--- src/tks_pkg.sv ---
package tks_pkg;

	localparam int SCORE_W = 32;
	localparam int IDX_W   = 12;
	localparam int TOPK_W  = 4;
	localparam int DATA_W  = 32;
	localparam int ADDR_W  = 3;
	localparam int RIDX_W  = ADDR_W - 2;

	// register index, one word per register
	localparam logic [RIDX_W-1:0] REG_TOP_K = RIDX_W'(0);

	localparam logic [TOPK_W-1:0] TOP_K_RESET = TOPK_W'(1);

	typedef logic signed [SCORE_W-1:0] score_t;
	typedef logic [IDX_W-1:0]          class_idx_t;

	typedef struct packed {
		score_t     score;
		class_idx_t idx;
	} entry_t;

endpackage

--- src/tks_if.sv ---
interface tks_score_if;
	import tks_pkg::*;

	logic   valid;
	logic   ready;
	score_t score;
	logic   last;

	modport source (output valid, output score, output last, input ready);
	modport sink (input valid, input score, input last, output ready);
endinterface

interface tks_rank_if;
	import tks_pkg::*;

	logic       valid;
	logic       ready;
	class_idx_t class_index;
	score_t     class_score;
	logic       final_result;

	modport source (output valid, output class_index, output class_score,
		output final_result, input ready);
	modport sink (input valid, input class_index, input class_score,
		input final_result, output ready);
endinterface

--- src/tks_insert.sv ---
module tks_insert #(
	parameter int MAX_K = 8,
	localparam int KW = $clog2(MAX_K + 1)
) (
	input  tks_pkg::entry_t [MAX_K-1:0] store,
	input  logic [KW-1:0]               filled,
	input  tks_pkg::entry_t             item,
	output tks_pkg::entry_t [MAX_K-1:0] next_store,
	output logic [KW-1:0]               next_filled
);
	import tks_pkg::*;

	logic [MAX_K-1:0] ge;
	logic [MAX_K-1:0] ge_ext;
	entry_t [MAX_K-1:0] shifted;

	// stored entries at or above the new score form a prefix of the ranking
	always_comb begin
		for (int i = 0; i < MAX_K; i++) begin
			ge[i] = (KW'(i) < filled) && (store[i].score >= item.score);
		end
		ge_ext = MAX_K'({ge, 1'b1});
		shifted[0] = item;
		for (int i = 1; i < MAX_K; i++) begin
			shifted[i] = store[i-1];
		end
		for (int i = 0; i < MAX_K; i++) begin
			if (ge[i]) begin
				next_store[i] = store[i];
			end else if (ge_ext[i]) begin
				next_store[i] = item;
			end else begin
				next_store[i] = shifted[i];
			end
		end
		next_filled = (filled < KW'(MAX_K)) ? filled + KW'(1) : filled;
	end

endmodule

--- src/top_k_score_select.sv ---
// Channel   Dir  Payload                                   Role
// scores    in   score, last                               class scores in class order
// ranks     out  class_index, class_score, final_result    best K classes, best first
// APB       cfg  top_k at byte address 0                   requested K
//
// One score is taken per cycle unless a held last item stalls the input. It is
// held in the input register and ranked against all kept entries at once on leaving.
// A last item copies the ranking into the result queue; up to K results then leave
// one per cycle while ranks.ready holds. A further last item waits in the input
// register until the queue drains, stalling scores; other scores flow meanwhile.
// arst_n clears control state and sets top_k to 1; the ranking store has no reset.
module top_k_score_select #(
	parameter int MAX_K       = 8,
	parameter int MAX_CLASSES = 4096
) (
	input  logic                        clk,
	input  logic                        arst_n,
	input  logic                        psel,
	input  logic                        penable,
	input  logic                        pwrite,
	input  logic [tks_pkg::ADDR_W-1:0]  paddr,
	input  logic [tks_pkg::DATA_W-1:0]  pwdata,
	output logic [tks_pkg::DATA_W-1:0]  prdata,
	output logic                        pready,
	tks_score_if.sink                   scores,
	tks_rank_if.source                  ranks
);
	import tks_pkg::*;

	localparam int KW   = $clog2(MAX_K + 1);
	localparam int CW   = $clog2(MAX_CLASSES + 1);
	localparam int CMPW = (KW > TOPK_W) ? KW : TOPK_W;

	// configuration
	logic [TOPK_W-1:0] top_k_q;
	logic [RIDX_W-1:0] reg_idx;
	logic              cfg_wr;

	// input stage
	logic       valid_s1;
	logic       last_s1;
	logic       keep_s1;     // class index lies within MAX_CLASSES
	entry_t     item_s1;
	logic [CW-1:0] cnt_q;
	logic       in_acc;
	logic       adv;

	// ranking store
	entry_t [MAX_K-1:0] store_q;
	entry_t [MAX_K-1:0] store_nx;
	logic [KW-1:0]      filled_q;
	logic [KW-1:0]      filled_nx;

	// result queue
	entry_t [MAX_K-1:0] emit_q;
	logic [KW-1:0]      rem_q;
	logic               out_acc;
	logic               emit_free;
	logic               load;

	// effective K
	logic [TOPK_W-1:0] k_req;
	logic [KW-1:0]     k_cap;
	logic [KW-1:0]     k_eff;

	assign pready  = 1'b1;
	assign reg_idx = paddr[ADDR_W-1:2];
	assign cfg_wr  = psel & penable & pwrite;

	always_comb begin
		unique case (reg_idx)
			REG_TOP_K: prdata = DATA_W'(top_k_q);
			default:   prdata = '0;
		endcase
	end

	always_ff @(posedge clk or negedge arst_n) begin
		if (!arst_n) begin
			top_k_q <= TOP_K_RESET;
		end else if (cfg_wr && reg_idx == REG_TOP_K) begin
			top_k_q <= pwdata[TOPK_W-1:0];
		end
	end

	// a last item may only move on once the queue has room for its ranking
	assign out_acc   = ranks.valid & ranks.ready;
	assign emit_free = (rem_q == '0) || (rem_q == KW'(1) && ranks.ready);
	assign adv       = !valid_s1 || !last_s1 || emit_free;
	assign scores.ready = adv;
	assign in_acc    = scores.valid & scores.ready;
	assign load      = valid_s1 & last_s1 & adv;

	always_ff @(posedge clk or negedge arst_n) begin
		if (!arst_n) begin
			valid_s1 <= 1'b0;
			cnt_q    <= '0;
		end else begin
			if (adv) begin
				valid_s1 <= in_acc;
			end
			if (in_acc) begin
				if (scores.last) begin
					cnt_q <= '0;
				end else if (cnt_q < CW'(MAX_CLASSES)) begin
					cnt_q <= cnt_q + CW'(1);
				end
			end
		end
	end

	always_ff @(posedge clk) begin
		if (in_acc) begin
			last_s1       <= scores.last;
			keep_s1       <= cnt_q < CW'(MAX_CLASSES);
			item_s1.score <= scores.score;
			item_s1.idx   <= IDX_W'(cnt_q);
		end
	end

	tks_insert #(.MAX_K(MAX_K)) u_insert (
		.store       (store_q),
		.filled      (filled_q),
		.item        (item_s1),
		.next_store  (store_nx),
		.next_filled (filled_nx)
	);

	// ranking including the item in the input register
	entry_t [MAX_K-1:0] rank_now;
	logic [KW-1:0]      fill_now;

	assign rank_now = keep_s1 ? store_nx : store_q;
	assign fill_now = keep_s1 ? filled_nx : filled_q;

	always_ff @(posedge clk or negedge arst_n) begin
		if (!arst_n) begin
			filled_q <= '0;
		end else if (valid_s1 && adv) begin
			filled_q <= last_s1 ? '0 : fill_now;
		end
	end

	always_ff @(posedge clk) begin
		if (valid_s1 && adv) begin
			store_q <= rank_now;
		end
	end

	// top_k of zero means one, then clamp to MAX_K and to what is kept
	always_comb begin
		k_req = (top_k_q == '0) ? TOPK_W'(1) : top_k_q;
		if (CMPW'(k_req) > CMPW'(MAX_K)) begin
			k_cap = KW'(MAX_K);
		end else begin
			k_cap = KW'(k_req);
		end
		k_eff = (k_cap < fill_now) ? k_cap : fill_now;
	end

	always_ff @(posedge clk or negedge arst_n) begin
		if (!arst_n) begin
			rem_q <= '0;
		end else if (load) begin
			rem_q <= k_eff;
		end else if (out_acc) begin
			rem_q <= rem_q - KW'(1);
		end
	end

	always_ff @(posedge clk) begin
		if (load) begin
			emit_q <= rank_now;
		end else if (out_acc) begin
			for (int i = 0; i < MAX_K - 1; i++) begin
				emit_q[i] <= emit_q[i+1];
			end
		end
	end

	assign ranks.valid        = rem_q != '0;
	assign ranks.class_index  = emit_q[0].idx;
	assign ranks.class_score  = emit_q[0].score;
	assign ranks.final_result = rem_q == KW'(1);

`ifndef SYNTHESIS
	a_filled_bound: assert property (@(posedge clk) disable iff (!arst_n)
		filled_q <= KW'(MAX_K))
		else $error("ranking store over-filled");

	a_cnt_bound: assert property (@(posedge clk) disable iff (!arst_n)
		cnt_q <= CW'(MAX_CLASSES))
		else $error("class counter past MAX_CLASSES");

	a_load_emits: assert property (@(posedge clk) disable iff (!arst_n)
		load |=> ranks.valid && filled_q == '0)
		else $error("last item gave no result or left the store filled");

	a_run_continues: assert property (@(posedge clk) disable iff (!arst_n)
		out_acc && !ranks.final_result |=> ranks.valid)
		else $error("ranked run broke off before its final result");

	a_queue_sorted: assert property (@(posedge clk) disable iff (!arst_n)
		rem_q >= KW'(2) |-> emit_q[0].score >= emit_q[1].score)
		else $error("results leave out of rank order");
`endif

endmodule
--- src/flat_wrapper.sv ---
// flat-port wrapper written by rule: the top's interface ports become plain ports
module top_k_score_select_flat import tks_pkg::*;
#(
	parameter int MAX_K       = 8,
	parameter int MAX_CLASSES = 4096
)
  (clk, arst_n, psel, penable, pwrite, paddr, pwdata, prdata, pready, scores_valid, scores_score, scores_last, scores_ready, ranks_valid, ranks_class_index, ranks_class_score, ranks_final_result, ranks_ready);
  tks_score_if scores_i ();
  tks_rank_if ranks_i ();
  input  logic clk;
  input  logic arst_n;
  input  logic psel;
  input  logic penable;
  input  logic pwrite;
  input  logic [tks_pkg::ADDR_W-1:0] paddr;
  input  logic [tks_pkg::DATA_W-1:0] pwdata;
  output logic [tks_pkg::DATA_W-1:0] prdata;
  output logic pready;
  input wire logic [$bits(scores_i.valid)-1:0] scores_valid;
  input wire logic [$bits(scores_i.score)-1:0] scores_score;
  input wire logic [$bits(scores_i.last)-1:0] scores_last;
  output wire logic [$bits(scores_i.ready)-1:0] scores_ready;
  output wire logic [$bits(ranks_i.valid)-1:0] ranks_valid;
  output wire logic [$bits(ranks_i.class_index)-1:0] ranks_class_index;
  output wire logic [$bits(ranks_i.class_score)-1:0] ranks_class_score;
  output wire logic [$bits(ranks_i.final_result)-1:0] ranks_final_result;
  input wire logic [$bits(ranks_i.ready)-1:0] ranks_ready;
  assign scores_i.valid = scores_valid;
  assign scores_i.score = scores_score;
  assign scores_i.last = scores_last;
  assign scores_ready = scores_i.ready;
  assign ranks_valid = ranks_i.valid;
  assign ranks_class_index = ranks_i.class_index;
  assign ranks_class_score = ranks_i.class_score;
  assign ranks_final_result = ranks_i.final_result;
  assign ranks_i.ready = ranks_ready;
  top_k_score_select #(.MAX_K(MAX_K), .MAX_CLASSES(MAX_CLASSES)) u_core (.clk(clk), .arst_n(arst_n), .psel(psel), .penable(penable), .pwrite(pwrite), .paddr(paddr), .pwdata(pwdata), .prdata(prdata), .pready(pready), .scores(scores_i), .ranks(ranks_i));
endmodule
--- config.mk ---
export PLATFORM = sky130hd
export DESIGN_NAME = top_k_score_select_flat
export DESIGN_NICKNAME = d
export VERILOG_FILES = /design/src/tks_pkg.sv /design/src/tks_if.sv /design/src/tks_insert.sv /design/src/top_k_score_select.sv /design/src/flat_wrapper.sv
export SDC_FILE = /design/constraint.sdc
export NUM_CORES = 2
export LEC_CHECK = 0
export BUFFER_PORTS_ARGS = -buffer_cell sky130_fd_sc_hd__buf_2
export CAP_MARGIN = 10
export CORE_MARGIN = 2
export CORE_UTILIZATION = 60
export DETAILED_ROUTE_END_ITERATION = 10
export PLACE_DENSITY = 0.75
export SETUP_SLACK_MARGIN = 0.2
export SLEW_MARGIN = 20
export SYNTH_ARGS = -nofsm -noshare
export SYNTH_HDL_FRONTEND = slang
export SYNTH_SLANG_ARGS = --single-unit
export TNS_END_PERCENT = 10
--- constraint.sdc ---
create_clock -name clk -period 49.5 [get_ports clk]
set_input_delay 4.95 -clock clk [delete_from_list [all_inputs] [get_ports clk]]
set_output_delay 4.95 -clock clk [all_outputs]
set_load 0.05 [all_outputs]
==> impl_results.md <==
- Run status: complete, no violations
- Routed via count: 33600
- Width of the chip: 285 um
- Initial antenna violation count: 1
- Maxcap violations: 0
- Share of the synthesized area in the top cell type: 47.6%
- Area fraction in compound gates after synthesis: 14.5%
- Simple-gate portion of the synthesized area: 9.85%
- Post-CTS clock slew at the launch and capture registers of the worst setup and hold paths: 0.06 ns
- Mux contribution to synthesized area: 13.6%
- Count of hold buffers inserted by post-cts repair: 0
- Synth async-reset ratio: 3.35%
- HPWL reported at the end of detailed placement: 80400 um
- Number of input and output port buffers inserted: 95
- Most frequent cells after synthesis: edfxtp_1 (750), mux2_2 (306), nand2_1 (285), ha_1 (265), clkbuf_1 (217)
- Number of iterations in the first detailed-routing pass: 6
- Met1 demand-to-capacity share in global routing: 41.7%
- Arrival time reported for the critical path endpoint: slightly below 6 ns
- Final setup violation count: 0
- Net total in the final layout: 4221
- Chip Height: ~280 um
- Synth-to-Final Area Change: 6.14%
- Drt total wl: roughly 120000 um
- Routability congestion estimate: between 0.8 and 0.9
- First-pass GRT wire length: 191000 um
- Clock Tree Buf Depth: 3
- Number of synthesized flops with an enable pin: 750
- Adder-cell share of the synthesized area: 7.01%
- Number of nets with antenna violations after detailed routing: 0
- Main flop type after synthesis: edfxtp_1
- Hold crit path type: reg -> reg
- Max Clk Rate: 92.0 MHz
- Number of standard-cell rows in the floorplan: 102
- Number of slew-limit violations in the final report: 0
- Final core area utilization: between 60 and 70%
- Total clock buffers created by CTS: 85
- RSZ-0062 raised after global routing: no
- Clock root buffer: clkbuf_16
- Slew HR: 25.1%
- Most area-consuming cells after synthesis: edfxtp_1 (48%), mux2_2 (7.3%), ha_1 (7.0%)
- Sum of overflow across all layers after global routing: 0
- Mean number of vias per cell: 6.74
- Number of cells on the worst reg-to-reg path: 12
- DRC errors left: 0
- Type of the worst setup path: in -> out
- Worst Path Max Fanout: 5
- Pleak: 18.2 nW
- Total Negative Setup Slacks: 0 ns
- Number of cells on the worst hold path: 0
- Core Region: 77700 sq um
- Starting density of the core: 60.9%
- Total number of yosys warnings: 0
- Met2 usage: a little under half
- Yosys top cell by area: edfxtp_1
- Post-Syn Area per Cell: 11.7 sq um
- Sequential-to-total area share from yosys stat: 49.0%
- Number of design-rule violations left by the first detailed-router iteration: around 3600
- Overall fraction of global-route tracks in use: 29.7%
- Combined area of all synthesized cells: between 40000 and 50000 sq um
- CTS Sinks: 776
- Average detailed-routed wire length per instance: around 25 um
- Global-route layer with the greatest usage: met2
- Setup clock skew after layout: 0.0205 ns
- Post CTS Setup Buffer Count: 0
- Measured slew at the worst slew-check pin: 1.12 ns
- XOR/XNOR Fraction of Synth Area: less than 1%
- Required time of the worst setup path: 44.55 ns
- Cell count after synthesis: approximately 4000
- Areal power density over the cells: 67.7 nW/um^2
- Type of origin of the critical path: primary input
- Number of ports placed on the die boundary: 155
- Number of hold-slack violations in the final timing report: 0
- Largest family of logic cells by synthesized area: compound AO/OA/AOI/OAI gates
- Final worst path period share: 22.0%
- Share of post-route cells with drive strength above 1: 19.0%
- Library cell with the highest instance count after synthesis: edfxtp_1
- Flip-flop and latch count after synthesis: 776
- Cells resized by post-CTS repair: 0
- Endpoint class of the critical path: output pin
- Peak supply drop: between 0.00004 and 0.00005 V
- Fill cell count: 5810
- Netlist cell types: 82
- Min cycle time layout: 10.87 ns
- Pin count of the biggest net entering global routing: approximately 160
- GR met3 Demand/Resource: roughly 4.6%
- Insertion delay of the later-clocked pin in the worst-skew pair: 0.65 ns
- Area enclosed by the die boundary: about 80000 sq um
- CTS tree: built
- Vias in the first global route: 32600
- Number of levels the H-tree was split into: 3
-- registers in the layout, indices dropped and copies added, names as in the netlist --
register and flops:
u_core.keep_s1 1, u_core.valid_s1 1, u_core.last_s1 1, u_core.store_q 352, u_core.top_k_q 4, u_core.ranks.class_score 32, u_core.emit_q 308, u_core.ranks.class_index 12
u_core.rem_q 4, u_core.cnt_q 13, u_core.item_s1 44, u_core.filled_q 4
-- per-stage QoR --
stage | hold slack [ns] | total power (W) | area, sq um | worst slack (ns) | instances
2_1_floorplan | 0.458 | 0.00240 | 47400 | 33.35 | 4059
3_3_place_gp | 0.470 | 0.00266 | 47500 | 38.67 | 4834
3_5_place_dp | 0.476 | 0.00273 | 47500 | 38.62 | 4834
4_1_cts | 0.493 | 0.00338 | 50200 | 38.62 | 4988
5_1_grt | 0.502 | 0.00358 | 50200 | 38.59 | 4988
6_report | 0.488 | 0.00340 | 50200 | 38.63 | 4989
-- logic make-up (layout without fill, tap and decap cells) --
family,count (synthesis),count (layout)
adder cells (fa/ha/maj),265,265
buffers and inverters,508,397
flip-flops,776,776
AO/OA/AOI/OAI,979,979
AND/OR/NAND/NOR,940,940
other,2,30
multiplexers,548,548
XOR/XNOR,14,14
-- cells in the final DEF (no fill, tap or decap), types with 87 or more instances in the layout --
master	instances
edfxtp_1	750
mux2_2	306
nand2_1	282
ha_1	263
o21ai_0	196
a21oi_1	189
nand3_1	160
mux2i_1	127
nor3_1	127
mux2_4	115
o211ai_1	98
buf_2	95
nor2_1	92
clkbuf_16	87
-- final timing paths --
kind                                    startpoint  slack (ns)            endpoint
worst max-delay path                   ranks_ready       38.63        scores_ready
worst min-delay path               u_core.cnt_q[5]        0.49   u_core.item_s1[5]
worst max register to register  u_core.item_s1[43]       43.62  u_core.emit_q[192]
worst min register to register     u_core.cnt_q[5]        0.49   u_core.item_s1[5]
max in group asynchronous                   arst_n       44.59   u_core.top_k_q[2]
min in group asynchronous                   arst_n        4.40    u_core.cnt_q[12]
-- final cells by class --
cell class	instances	area, sq um	area share [%]
sequential	776	23200	46.1
inverter	88	345	0.687
clock inverter	47	463	0.922
clock buffer	107	2290	4.56
antenna	1	2.50	0.00498
multi-input combinational	2775	21700	43.2
timing repair buffer	155	963	1.92
tap	1040	1300	2.59
-- power breakdown --
part	internal [W]	switching, W
clock	0.000370	0.000273
combinational	0.000621	0.000866
sequential	0.00107	0.000196
-- per-layer routing --
metal	vias to the layer above	wire length, um
met3	233	10600
met2	1601	57700
li1	15300	-
met1	16500	52000
met5	-	0
met4	0	3560
-- critical path, cell delays in order --
cell and delay (ns):
buf_2 0.10, a21oi_1 0.09, o311ai_0 0.31, buf_4 0.20, buf_2 0.26
No activity file was read; power rests on OpenSTA's default activity.
